==> config.mk <==
export PLATFORM = sky130hd
export DESIGN_NAME = pager_message_codeword_encoder_flat
export DESIGN_NICKNAME = d
export VERILOG_FILES = /design/src/design/pmce_pkg.sv /design/src/design/pmce_if.sv /design/src/design/pmce_bch_enc.sv /design/src/design/pmce_packer.sv /design/src/design/pmce_result_queue.sv /design/src/design/pager_message_codeword_encoder.sv /design/src/flat_wrapper.sv
export SDC_FILE = /design/constraint.sdc
export NUM_CORES = 1
export LEC_CHECK = 0
export ABC_AREA = 1
export ABC_CLOCK_PERIOD_IN_PS = 11100
export BUFFER_PORTS_ARGS = -buffer_cell sky130_fd_sc_hd__buf_4
export CORE_MARGIN = 2
export CORE_UTILIZATION = 30
export CTS_CLUSTER_DIAMETER = 60
export DETAILED_ROUTE_END_ITERATION = 8
export SLEW_MARGIN = 20
export SYNTH_ARGS = -nofsm -noshare
export SYNTH_HDL_FRONTEND = slang
export SYNTH_SLANG_ARGS = --single-unit
==> constraint.sdc <==
create_clock -name clk -period 11.1 [get_ports clk]
set_clock_uncertainty 0.1 [all_clocks]
set_input_delay 1.11 -clock clk [delete_from_list [all_inputs] [get_ports clk]]
set_output_delay 1.11 -clock clk [all_outputs]
set_load 0.02 [all_outputs]
==> src/design/pmce_pkg.sv <==
`timescale 1ns / 1ps
`default_nettype none
// ----------------------------------------------------------------------------
// Pager message codeword encoder package
// Shared widths, constants, result types and helper functions for the
// character packer, the BCH(31,21) encoder and the result queue.
// ----------------------------------------------------------------------------
package pmce_pkg;

  // Payload and packer widths.
  localparam int ACC_W  = 20;
  localparam int FILL_W = 5;
  localparam int CHAR_W = 8;
  localparam int CW_W   = 32;
  localparam int REM_W  = 10;
  localparam int DATA_W = ACC_W + 1;

  // BCH(31,21) generator polynomial.
  localparam logic [REM_W:0] BCH_GEN = 11'h769;

  // Numeric pad code 0x3 repeated over a whole payload.
  localparam logic [ACC_W-1:0] PAD_PATTERN = 20'h33333;

  // Result queue depth and count width.
  localparam int QUEUE_DEPTH = 3;
  localparam int QCNT_W      = $clog2(QUEUE_DEPTH + 1);

  // One result item.
  typedef struct packed {
    logic [CW_W-1:0] codeword;
    logic            last_word;
    logic            bad_char;
  } res_t;

  // Up to two results produced by one accepted character.
  typedef struct packed {
    logic [1:0] count;
    res_t       res0;
    res_t       res1;
  } push_t;

  // Numeric character code: bit 4 set when the character is valid.
  function automatic logic [4:0] numeric_code(input logic [CHAR_W-1:0] c);
    logic [4:0] code;
    case (c)
      8'h30: code = 5'h10; // '0'
      8'h31: code = 5'h18; // '1'
      8'h32: code = 5'h14; // '2'
      8'h33: code = 5'h1C; // '3'
      8'h34: code = 5'h12; // '4'
      8'h35: code = 5'h1A; // '5'
      8'h36: code = 5'h16; // '6'
      8'h37: code = 5'h1E; // '7'
      8'h38: code = 5'h11; // '8'
      8'h39: code = 5'h19; // '9'
      8'h20: code = 5'h13; // space
      8'h55: code = 5'h1D; // 'U'
      8'h2D: code = 5'h1B; // '-'
      8'h5B, 8'h28: code = 5'h1F; // '[' and '('
      8'h5D, 8'h29: code = 5'h17; // ']' and ')'
      8'h53, 8'h45: code = 5'h15; // 'S' and 'E'
      default: code = 5'h00;
    endcase
    return code;
  endfunction

  // Remainder of x^(i+10) modulo the generator, evaluated at elaboration.
  function automatic logic [REM_W-1:0] bch_bit_rem(input int i);
    logic [30:0] r;
    r = 31'(1) << (i + REM_W);
    for (int k = 30; k >= REM_W; k--) begin
      if (r[k]) begin
        r = r ^ (31'(BCH_GEN) << (k - REM_W));
      end
    end
    return r[REM_W-1:0];
  endfunction

endpackage

`default_nettype wire

==> src/design/pmce_if.sv <==
`timescale 1ns / 1ps
`default_nettype none
// ----------------------------------------------------------------------------
// Pager message codeword encoder channels
// Character input channel and codeword output channel, valid/ready handshake.
// ----------------------------------------------------------------------------
interface pmce_in_if;
  logic       valid;
  logic       ready;
  logic [7:0] char_code;
  logic       end_of_message;

  modport source (output valid, output char_code, output end_of_message, input ready);
  modport sink (input valid, input char_code, input end_of_message, output ready);
endinterface

interface pmce_out_if;
  logic        valid;
  logic        ready;
  logic [31:0] codeword;
  logic        last_word;
  logic        bad_char;

  modport source (output valid, output codeword, output last_word, output bad_char,
                  input ready);
  modport sink (input valid, input codeword, input last_word, input bad_char,
                output ready);
endinterface

`default_nettype wire

==> src/design/pmce_bch_enc.sv <==
`timescale 1ns / 1ps
`default_nettype none
// ----------------------------------------------------------------------------
// BCH(31,21) codeword encoder
// Builds flag, payload, ten systematic check bits and even parity from a
// 20-bit payload. The check bits are an XOR of per-bit remainders.
// ----------------------------------------------------------------------------
module pmce_bch_enc (
  input  wire logic [pmce_pkg::ACC_W-1:0] payload,
  output logic      [pmce_pkg::CW_W-1:0]  codeword
);

  logic [pmce_pkg::DATA_W-1:0] data;
  logic [pmce_pkg::REM_W-1:0]  terms [pmce_pkg::DATA_W];
  logic [pmce_pkg::REM_W-1:0]  check;
  logic [pmce_pkg::CW_W-1:0]   word_np;

  // Message flag on top of the payload.
  assign data = {1'b1, payload};

  // Each data bit contributes its fixed remainder.
  for (genvar g = 0; g < pmce_pkg::DATA_W; g++) begin : g_term
    localparam logic [pmce_pkg::REM_W-1:0] SYN = pmce_pkg::bch_bit_rem(g);
    assign terms[g] = data[g] ? SYN : '0;
  end

  always_comb begin
    check = '0;
    for (int i = 0; i < pmce_pkg::DATA_W; i++) begin
      check = check ^ terms[i];
    end
  end

  // Word without parity, then even parity in the LSB.
  assign word_np  = {data, check, 1'b0};
  assign codeword = {word_np[pmce_pkg::CW_W-1:1], ^word_np};

endmodule

`default_nettype wire

==> src/design/pmce_packer.sv <==
`timescale 1ns / 1ps
`default_nettype none
// ----------------------------------------------------------------------------
// Message character packer
// Holds the mode register and the partial payload, folds one character per
// transfer into it and produces up to two encoded results.
// ----------------------------------------------------------------------------
module pmce_packer (
  input  wire logic          clk,
  input  wire logic          rst,
  input  wire logic          cfg_we,
  input  wire logic          cfg_wdata,
  pmce_in_if.sink            char_in,
  input  wire logic          space,
  output pmce_pkg::push_t    push
);

  logic                         alpha_mode;
  logic [pmce_pkg::ACC_W-1:0]   acc;
  logic [pmce_pkg::FILL_W-1:0]  fill;
  logic [pmce_pkg::ACC_W-1:0]   acc_next;
  logic [pmce_pkg::FILL_W-1:0]  fill_next;

  logic                         accept;
  logic                         eom;
  logic [4:0]                   code_info;
  logic                         num_bad;
  logic [6:0]                   rev7;
  logic [7:0]                   seq;
  logic [3:0]                   seq_n;
  logic [pmce_pkg::FILL_W-1:0]  total;
  logic [pmce_pkg::ACC_W+7:0]   v;
  logic                         full;
  logic [2:0]                   excess;
  logic [pmce_pkg::ACC_W-1:0]   p_full;
  logic [pmce_pkg::FILL_W-1:0]  rem_cnt;
  logic [pmce_pkg::ACC_W-1:0]   rem_val;
  logic [pmce_pkg::FILL_W-1:0]  pad_sh;
  logic [pmce_pkg::ACC_W-1:0]   p_tail;
  logic                         have_tail;
  logic [pmce_pkg::ACC_W-1:0]   enc0_in;
  logic [pmce_pkg::CW_W-1:0]    cw0;
  logic [pmce_pkg::CW_W-1:0]    cw1;

  assign char_in.ready = space;
  assign accept        = char_in.valid && space;
  assign eom           = char_in.end_of_message;
  assign code_info     = pmce_pkg::numeric_code(char_in.char_code);
  assign num_bad       = !alpha_mode && !code_info[4];

  // Alpha characters go out LSB first, so the first bit lands highest.
  for (genvar g = 0; g < 7; g++) begin : g_rev
    assign rev7[g] = char_in.char_code[6 - g];
  end

  // Append the new bits and split off a complete word.
  always_comb begin
    if (alpha_mode) begin
      seq   = eom ? {rev7, 1'b1} : {1'b0, rev7};
      seq_n = eom ? 4'd8 : 4'd7;
    end else begin
      seq   = {4'b0, code_info[3:0]};
      seq_n = 4'd4;
    end
    total   = fill + pmce_pkg::FILL_W'(seq_n);
    v       = ({8'b0, acc} << seq_n) | {20'b0, seq};
    full    = total >= pmce_pkg::FILL_W'(pmce_pkg::ACC_W);
    excess  = full ? 3'(total - pmce_pkg::FILL_W'(pmce_pkg::ACC_W)) : 3'd0;
    p_full  = pmce_pkg::ACC_W'(v >> excess);
    rem_cnt = full ? {2'b0, excess} : total;
    rem_val = full ? pmce_pkg::ACC_W'(v & ~({(pmce_pkg::ACC_W + 8){1'b1}} << excess))
                   : v[pmce_pkg::ACC_W-1:0];
  end

  // Tail word at message end: left-justify, then pad in numeric mode.
  always_comb begin
    pad_sh    = pmce_pkg::FILL_W'(pmce_pkg::ACC_W) - rem_cnt;
    p_tail    = rem_val << pad_sh;
    if (!alpha_mode) begin
      p_tail = p_tail | (pmce_pkg::PAD_PATTERN & ~({pmce_pkg::ACC_W{1'b1}} << pad_sh));
    end
    have_tail = eom && (rem_cnt != '0);
  end

  // Packer state after this character.
  always_comb begin
    if (eom || num_bad) begin
      acc_next  = '0;
      fill_next = '0;
    end else begin
      acc_next  = rem_val;
      fill_next = rem_cnt;
    end
  end

  assign enc0_in = full ? p_full : p_tail;

  pmce_bch_enc u_enc0 (
    .payload  (enc0_in),
    .codeword (cw0)
  );

  pmce_bch_enc u_enc1 (
    .payload  (p_tail),
    .codeword (cw1)
  );

  // Results handed to the queue.
  always_comb begin
    push.res1.codeword  = cw1;
    push.res1.last_word = 1'b1;
    push.res1.bad_char  = 1'b0;
    if (num_bad) begin
      push.count          = accept ? 2'd1 : 2'd0;
      push.res0.codeword  = '0;
      push.res0.last_word = eom;
      push.res0.bad_char  = 1'b1;
    end else begin
      push.count          = accept ? ({1'b0, full} + {1'b0, have_tail}) : 2'd0;
      push.res0.codeword  = cw0;
      push.res0.last_word = eom && !(full && have_tail);
      push.res0.bad_char  = 1'b0;
    end
  end

  // Mode register and packer state; a mode write empties the packer.
  always_ff @(posedge clk) begin
    if (rst) begin
      alpha_mode <= 1'b0;
      acc        <= '0;
      fill       <= '0;
    end else if (cfg_we) begin
      alpha_mode <= cfg_wdata;
      acc        <= '0;
      fill       <= '0;
    end else if (accept) begin
      acc        <= acc_next;
      fill       <= fill_next;
    end
  end

`ifndef SYNTHESIS
  // A partial word never holds a whole payload.
  a_fill_range: assert property (@(posedge clk) disable iff (rst)
    fill < pmce_pkg::FILL_W'(pmce_pkg::ACC_W))
    else $error("packer fill count reached a full payload");

  // Numeric packing stays on nibble boundaries.
  a_numeric_nibble: assert property (@(posedge clk) disable iff (rst)
    !alpha_mode |-> (fill[1:0] == 2'b00))
    else $error("numeric fill count is not nibble aligned");

  // Two results only come at alpha message end, and only the second is last.
  a_two_results: assert property (@(posedge clk) disable iff (rst)
    (push.count == 2'd2) |-> (alpha_mode && eom && push.res1.last_word
                              && !push.res0.last_word))
    else $error("two results without alpha message end ordering");
`endif

endmodule

`default_nettype wire

==> src/design/pmce_result_queue.sv <==
`timescale 1ns / 1ps
`default_nettype none
// ----------------------------------------------------------------------------
// Result queue
// Three-entry shift queue between the packer and the output channel. Takes
// up to two results per cycle when it has room and presents the oldest.
// ----------------------------------------------------------------------------
module pmce_result_queue (
  input  wire logic          clk,
  input  wire logic          rst,
  input  pmce_pkg::push_t    push,
  output logic               space,
  pmce_out_if.source         word_out
);

  pmce_pkg::res_t               q      [pmce_pkg::QUEUE_DEPTH];
  pmce_pkg::res_t               q_next [pmce_pkg::QUEUE_DEPTH];
  logic [pmce_pkg::QCNT_W-1:0]  count;
  logic [pmce_pkg::QCNT_W-1:0]  count_next;
  logic [pmce_pkg::QCNT_W-1:0]  base;
  logic                         pop;

  // Room for two results keeps the input free of any path from the output.
  assign space = count <= pmce_pkg::QCNT_W'(pmce_pkg::QUEUE_DEPTH - 2);

  assign word_out.valid     = count != '0;
  assign word_out.codeword  = q[0].codeword;
  assign word_out.last_word = q[0].last_word;
  assign word_out.bad_char  = q[0].bad_char;

  assign pop        = word_out.valid && word_out.ready;
  assign base       = count - pmce_pkg::QCNT_W'(pop);
  assign count_next = base + pmce_pkg::QCNT_W'(push.count);

  // Shift down on a transfer out, then place new results behind the rest.
  always_comb begin
    for (int i = 0; i < pmce_pkg::QUEUE_DEPTH; i++) begin
      q_next[i] = q[i];
      if (pmce_pkg::QCNT_W'(i) < base) begin
        if (pop && (i + 1 < pmce_pkg::QUEUE_DEPTH)) begin
          q_next[i] = q[i + 1];
        end
      end else if ((pmce_pkg::QCNT_W'(i) == base) && (push.count != 2'd0)) begin
        q_next[i] = push.res0;
      end else if ((pmce_pkg::QCNT_W'(i) == base + pmce_pkg::QCNT_W'(1))
                   && (push.count == 2'd2)) begin
        q_next[i] = push.res1;
      end
    end
  end

  always_ff @(posedge clk) begin
    if (rst) begin
      count <= '0;
    end else begin
      count <= count_next;
    end
  end

  always_ff @(posedge clk) begin
    for (int i = 0; i < pmce_pkg::QUEUE_DEPTH; i++) begin
      q[i] <= q_next[i];
    end
  end

`ifndef SYNTHESIS
  // Pushes never overrun the queue.
  a_count_range: assert property (@(posedge clk) disable iff (rst)
    count <= pmce_pkg::QCNT_W'(pmce_pkg::QUEUE_DEPTH))
    else $error("result queue overflow");

  // An error result never carries a codeword.
  a_bad_zero: assert property (@(posedge clk) disable iff (rst)
    (word_out.valid && word_out.bad_char) |-> (word_out.codeword == '0))
    else $error("error result with nonzero codeword");
`endif

endmodule

`default_nettype wire

==> src/design/pager_message_codeword_encoder.sv <==
`timescale 1ns / 1ps
`default_nettype none
// ----------------------------------------------------------------------------
// Pager message codeword encoder
// Packs message characters into 32-bit pager message codewords with BCH
// check bits and even parity.
// ----------------------------------------------------------------------------
// The block takes one character per clock while its input is ready; results
// are registered in the queue and shown on the output channel behind older
// ones. Most characters give no result or one; in alpha mode a final
// character that completes a word and starts another gives two, which leave
// as two output words. Results wait in a three-entry queue, and the input is
// ready while that queue holds at most one result, so a character that yields
// two results costs an input stall when the output drains one word per cycle.
// Writing alpha_mode (cfg_wdata, taken when cfg_we is high) selects the
// packing mode and drops any partial word; write it only between messages.
module pager_message_codeword_encoder (
  input  wire logic   clk,
  input  wire logic   rst,
  input  wire logic   cfg_we,
  input  wire logic   cfg_wdata,
  pmce_in_if.sink     char_in,
  pmce_out_if.source  word_out
);

  pmce_pkg::push_t push;
  logic            space;

  // Character packing and encoding.
  pmce_packer u_packer (
    .clk       (clk),
    .rst       (rst),
    .cfg_we    (cfg_we),
    .cfg_wdata (cfg_wdata),
    .char_in   (char_in),
    .space     (space),
    .push      (push)
  );

  // Result buffering toward the output channel.
  pmce_result_queue u_queue (
    .clk      (clk),
    .rst      (rst),
    .push     (push),
    .space    (space),
    .word_out (word_out)
  );

endmodule

`default_nettype wire
==> src/flat_wrapper.sv <==
// flat-port wrapper written by rule: the top's interface ports become plain ports
module pager_message_codeword_encoder_flat 
  (clk, rst, cfg_we, cfg_wdata, char_in_valid, char_in_char_code, char_in_end_of_message, char_in_ready, word_out_valid, word_out_codeword, word_out_last_word, word_out_bad_char, word_out_ready);
  pmce_in_if char_in_i ();
  pmce_out_if word_out_i ();
  input  wire logic clk;
  input  wire logic rst;
  input  wire logic cfg_we;
  input  wire logic cfg_wdata;
  input wire logic [$bits(char_in_i.valid)-1:0] char_in_valid;
  input wire logic [$bits(char_in_i.char_code)-1:0] char_in_char_code;
  input wire logic [$bits(char_in_i.end_of_message)-1:0] char_in_end_of_message;
  output wire logic [$bits(char_in_i.ready)-1:0] char_in_ready;
  output wire logic [$bits(word_out_i.valid)-1:0] word_out_valid;
  output wire logic [$bits(word_out_i.codeword)-1:0] word_out_codeword;
  output wire logic [$bits(word_out_i.last_word)-1:0] word_out_last_word;
  output wire logic [$bits(word_out_i.bad_char)-1:0] word_out_bad_char;
  input wire logic [$bits(word_out_i.ready)-1:0] word_out_ready;
  assign char_in_i.valid = char_in_valid;
  assign char_in_i.char_code = char_in_char_code;
  assign char_in_i.end_of_message = char_in_end_of_message;
  assign char_in_ready = char_in_i.ready;
  assign word_out_valid = word_out_i.valid;
  assign word_out_codeword = word_out_i.codeword;
  assign word_out_last_word = word_out_i.last_word;
  assign word_out_bad_char = word_out_i.bad_char;
  assign word_out_i.ready = word_out_ready;
  pager_message_codeword_encoder u_core (.clk(clk), .rst(rst), .cfg_we(cfg_we), .cfg_wdata(cfg_wdata), .char_in(char_in_i), .word_out(word_out_i));
endmodule
# Word level (Yosys, flattened, before mapping)
# Memory sizes are Yosys's and may differ from the RTL's.
# Index checks and enable logic that the tools add are counted.
dict set report op_classes {
  reduce_logical 27
  mul 0
  shift 5
  addsub 7
  mux 66
  eq_ne 24
  magnitude_cmp 5
  n_div 0
  bitwise 45
}
# operator n
set op_table {}
lappend op_table {{$xor 10x10->10} 38}
lappend op_table {{$mux 34} 11}
lappend op_table {{$mux 10} 20}
lappend op_table {{$mux 9} 14}
lappend op_table {{$eq 8x6->1 const B} 14}
lappend op_table {{$mux 20} 4}
lappend op_table {{$pmux 5 s16} 1}
lappend op_table {{$mux 8} 8}
lappend op_table {{$reduce_xor 32->1} 2}
lappend op_table {{$eq 8x7->1 const B} 5}
lappend op_table {{$mux 36} 1}
lappend op_table {{$or 28x8->28} 1}
lappend op_table {{$shl 20x4->28} 1}
lappend op_table {{$shl 28x3->20 const A} 1}
lappend op_table {{$shr 28x3->20} 1}
lappend op_table {{$and 20x20->20} 1}
lappend op_table {{$not 20->20} 1}
lappend op_table {{$or 20x18->20} 1}
lappend op_table {{$shl 20x5->18 const A} 1}
lappend op_table {{$shl 20x5->20} 1}
lappend op_table {{$not 18->18} 1}
lappend op_table {{$logic_and 1x1->1} 12}
lappend op_table {{$not 6->6} 2}
lappend op_table {{$mux 5} 2}
lappend op_table {{24 further kinds} 35}
dict set report totals {
  n_memories 1
  ram_bits 102
  romBits 0
  latch_bits 0
  inputBits 15
  out_inout_bits 36
  elab_cells 184
  ff_bits 28
}
# name depth word_bits read_ports rd_ports_with_merged_regs write_ports line
set memory_table {}
lappend memory_table {u_core.u_queue.q 3 34 3 0 3 pmce_result_queue.sv:16} ;# pmce_pkg::res_t q [pmce_pkg::QUEUE_DEPTH];

# Longest topological paths before layout
dict set report logic_depth {
  depth_word 41
  mapped_depth 52
  ltp_nobuf 50
}

# By module
# Synthesis repeated with hierarchy kept, for this count alone.
dict set report unflattened {
  cells_unflattened 2359
  area_unflattened_um2 14380.0
}
# mod n_inst area_per_inst_um2 seq_area_each_um2 cells_per_inst
set by_module_without_submodules {}
lappend by_module_without_submodules {pmce_result_queue 1 5377.7 3103.0 590}
lappend by_module_without_submodules {pmce_packer 1 4555.6 520.5 851}
lappend by_module_without_submodules {pmce_bch_enc 2 2223.4 0.0 459}

# Worst setup path after synthesis
# Ideal clock, no wire load.
dict set report synth_path {
  path_type {input to register}
  from {input port char_in_end_of_message}
  to {memory u_core.u_queue.q[0][100] (netlist bit) (enable)}
  t_arrival_ns 6.466
  path_buffers 3
  required_time_ns 10.523
  slack_ns 4.058
  stages 21
  setup_time_ns 0.477
  path_cell_list {inv_2 nand2_2 buf_4 inv_2 buf_2 ha_1 ha_1 inv_1 nand2_4 xnor2_2 nand3_2 buf_6 nand2_8 inv_2 ha_1 a41oi_1 ha_1 inv_1 nor3_1 inv_1 o31ai_1}
}
# element line
set synth_lines {}
lappend synth_lines {{start, declared} flat_wrapper.sv:12} ;# input wire logic [$bits(char_in_i.end_of_message)-1:0] char_in_end_of_message;
lappend synth_lines {{end, declared} pmce_result_queue.sv:16}

==> summary.md <==
| Metric | Value |
|---|---|
| Antenna violations before repair | `0` |
| Yosys warns | `0` |
| Most common cell on crit path | `nand2_1` |
| Layout cells sized above 1 | `0.09180` |
| Maxcap violations | `0` |
| Area after DPL | `between 10000 and 15000 um2` |
| Post-CTS setup repair buffer count | `0` |
| Post-synth EDFFs | `between 100 and 150` |
| CTS buffer count | `17` |
| Placed wire-length estimate | `33.94 mm` |
| Prevailing post-synth register cell | `edfxtp_1` |
| Ys async rst share | `0` |
| Post-route DRC | `0` |
| Yosys cell types | `58` |
| Max VDD drop | `roughly 0.20 mV` |
| CP Capture Type | `register` |
| Leak pwr | `between 6 and 7 nW` |
| Antenna cells | `0` |
| Max Slew Vio Count | `0` |
| HP Class | `register to register` |
| # IOs | `51` |
| Slew @ Worst Pin | `between 0.9 and 1 ns` |
| Worst slew margin | `0.3742` |
| CTS tree | `built` |
| Commonest non-fill, non-tap cell in the layout | `nand2_1` |
| Clock-pin transition on the worst setup and hold timing paths | `~0.06 ns` |
| Final min period | `8.728 ns` |
| DRT antenna net count | `0` |
| Hold Violations, Final | `0` |
| Tcrit/Tclk final | `0.7863` |
| Commonest cells after routing, fill and taps aside | `nand2_1 (823), nand3_1 (218), inv_1 (198)` |
| Status | `complete, no violations` |
| First DRT Iteration DRCs | `between 1000 and 1500` |
| Number of H-tree levels | `4` |
| Kind of critical path | `register to register` |
| Total power | `~3.4 mW` |
| Layout area overhead | `9.068%` |
| Peak per-stage delay on the critical path | `around 0.93 ns` |
| Largest net degree at the start of global routing | `56` |
| Cell count after synthesis | `2046` |
| CP max-delay cell | `dfxtp_1` |
| Final instance area | `13940 um2` |
| Die Y-Extent | `210.4 um` |
| Total grt overflow | `0` |
| Final setup vio count | `0` |
| RSZ-0062 raised after global routing | `no` |
| Via count | `approximately 13000` |
| Synthesized flop and latch total | `130` |
| Worst skew pair latency | `0.45 ns` |
| Fmax | `between 0.1 and 0.15 GHz` |
| Cell Pwr Density | `~240 nW/um2` |
| # resized after CTS | `0` |
| Floorplan core area | `roughly 42000 um2` |
| Clk sinks | `130` |
| CTS Hold Bufs | `0` |
| Syn_area_per_cell | `between 6 and 7 um2` |
| Drt total wl | `roughly 45 mm` |
| Initial Util | `0.3046` |
| DIE AREA | `between 40000 and 50000 um2` |
| WL per Instance | `around 17 um` |
| Max clock buf depth | `2` |
| Startpoint Class | `register` |
| Mapped cell area | `roughly 13000 um2` |
| Via density per instance | `5.205` |
| Crit path max fanout | `48` |
| Final WS setup | `roughly 2.4 ns` |
| Root Driver | `clkbuf_16` |
| Post-layout util | `0.3322` |
| Rows | `75` |
| Vias in the first global route | `12690` |
| GPL Wtd Cong | `~0.95` |
| Layout Nets | `about 2000` |
| Overall routing resource usage | `0.2046` |
| Post-synthesis sequential area ratio | `0.2836` |
| Mapped Nets | `2072` |
| Setup TNS | `0 ns` |
| Place WS | `between 2 and 2.5 ns` |
| # port buffers | `50` |
| Drt pass-1 iters | `6` |
| First-pass GRT wire length | `approximately 70 mm` |
| Arrival @ worst endpoint | `around 8.8 ns` |
| Required @ worst endpoint | `11.21 ns` |
| Die W | `between 200 and 250 um` |
## area by class of cell
cell class	count	area, um2
flip-flops and latches	130	3623
fillers	4512	28010
inverters	225	844.6
repair buffers	65	508.0
multi-input cells	1585	7756
clock inverters	12	92.59
well taps	539	674.4
clock buffers	20	436.7
## state kept, by name, summed over array words and instances, names as in the netlist
| name | cells |
|---|---|
| u_core.u_packer.fill | 5 |
| u_core.u_packer.alpha_mode | 1 |
| u_core.u_queue.count | 2 |
| u_core.u_packer.acc | 20 |
| u_core.u_queue.q | 102 |
## final timing paths
| check | from | end | slack, ns | cells past startpoint |
|---|---|---|---|---|
| setup / recovery | u_core.u_packer.alpha_mode | u_core.u_queue.q[0][36] | 2.37 | 39 |
| hold / removal | u_core.u_packer.acc[16] | u_core.u_packer.acc[16] | 0.37 | 2 |
| setup reg to reg | u_core.u_packer.alpha_mode | u_core.u_queue.q[0][36] | 2.37 | 39 |
| hold reg to reg | u_core.u_packer.acc[16] | u_core.u_packer.acc[16] | 0.37 | 2 |
## report_power, final
part	internal, mW	switching, mW
registers	0.845	0.0456
logic	0.610	1.36
clock network	0.303	0.222
total	1.76	1.63
## stage by stage
stage | hold WS (ns) | instances
4_1_cts | 0.3662 | 2575
3_5_place_dp | 0.3569 | 2543
3_3_place_gp | 0.3584 | 2543
2_1_floorplan | 0.3453 | 2046
5_1_grt | 0.3910 | 2576
6_report | 0.3651 | 2576
## metal layers
metal  global-route usage  vias up  part of all wire
met3              0.03069      107             0.061
met4              0.09762        0             0.042
met5                    0        -                 0
met2               0.3415      489              0.46
li1                     -     6596                 -
met1               0.2595     6215              0.44
## cells in the mapped netlist, types with 5 or more instances
library cell | instances | area, um2
a21oi_1 | 44 | 220.2
a22oi_1 | 31 | 232.7
buf_1 | 5 | 18.77
buf_2 | 14 | 70.07
buf_4 | 36 | 270.3
buf_6 | 5 | 56.30
clkbuf_1 | 45 | 168.9
dfxtp_1 | 28 | 560.5
edfxtp_1 | 102 | 3063
ha_1 | 11 | 137.6
inv_1 | 198 | 743.2
inv_2 | 23 | 86.33
mux2i_1 | 5 | 50.05
nand2_1 | 823 | 3089
nand2_2 | 22 | 137.6
nand3_1 | 218 | 1091
nand3_2 | 6 | 60.06
nand3b_1 | 6 | 45.04
nand4_1 | 21 | 131.4
nor2_1 | 117 | 439.2
nor2_2 | 5 | 31.28
nor2_4 | 5 | 56.30
o211ai_1 | 17 | 127.6
o21ai_0 | 105 | 525.5
o21ai_1 | 10 | 50.05
o21bai_1 | 5 | 37.54
o221ai_1 | 17 | 148.9
o22ai_1 | 6 | 37.54
o31ai_1 | 5 | 37.54
or2_2 | 5 | 31.28
xnor2_1 | 20 | 175.2
xor2_1 | 31 | 271.5
xor2_2 | 5 | 81.33
## cell families after synthesis
group,after synthesis,share of synthesized area
buffers and inverters,331,0.1130
AND/OR/NAND/NOR,1251,0.4191
flip-flops,130,0.2836
XOR/XNOR,59,0.04602
AO/OA/AOI/OAI,259,0.1236
adder cells (fa/ha/maj),11,0.01077
multiplexers,5,0.003917
## critical path, delay by kind of cell (launching register included)
kind | cells | cell delay, ns
fa+ha+maj | 3 | 1.62
flops | 1 | 0.93
simple gates | 29 | 4.06
buf+inv | 6 | 1.49
compound gates | 1 | 0.23
Power figures use the tool's default switching activity.
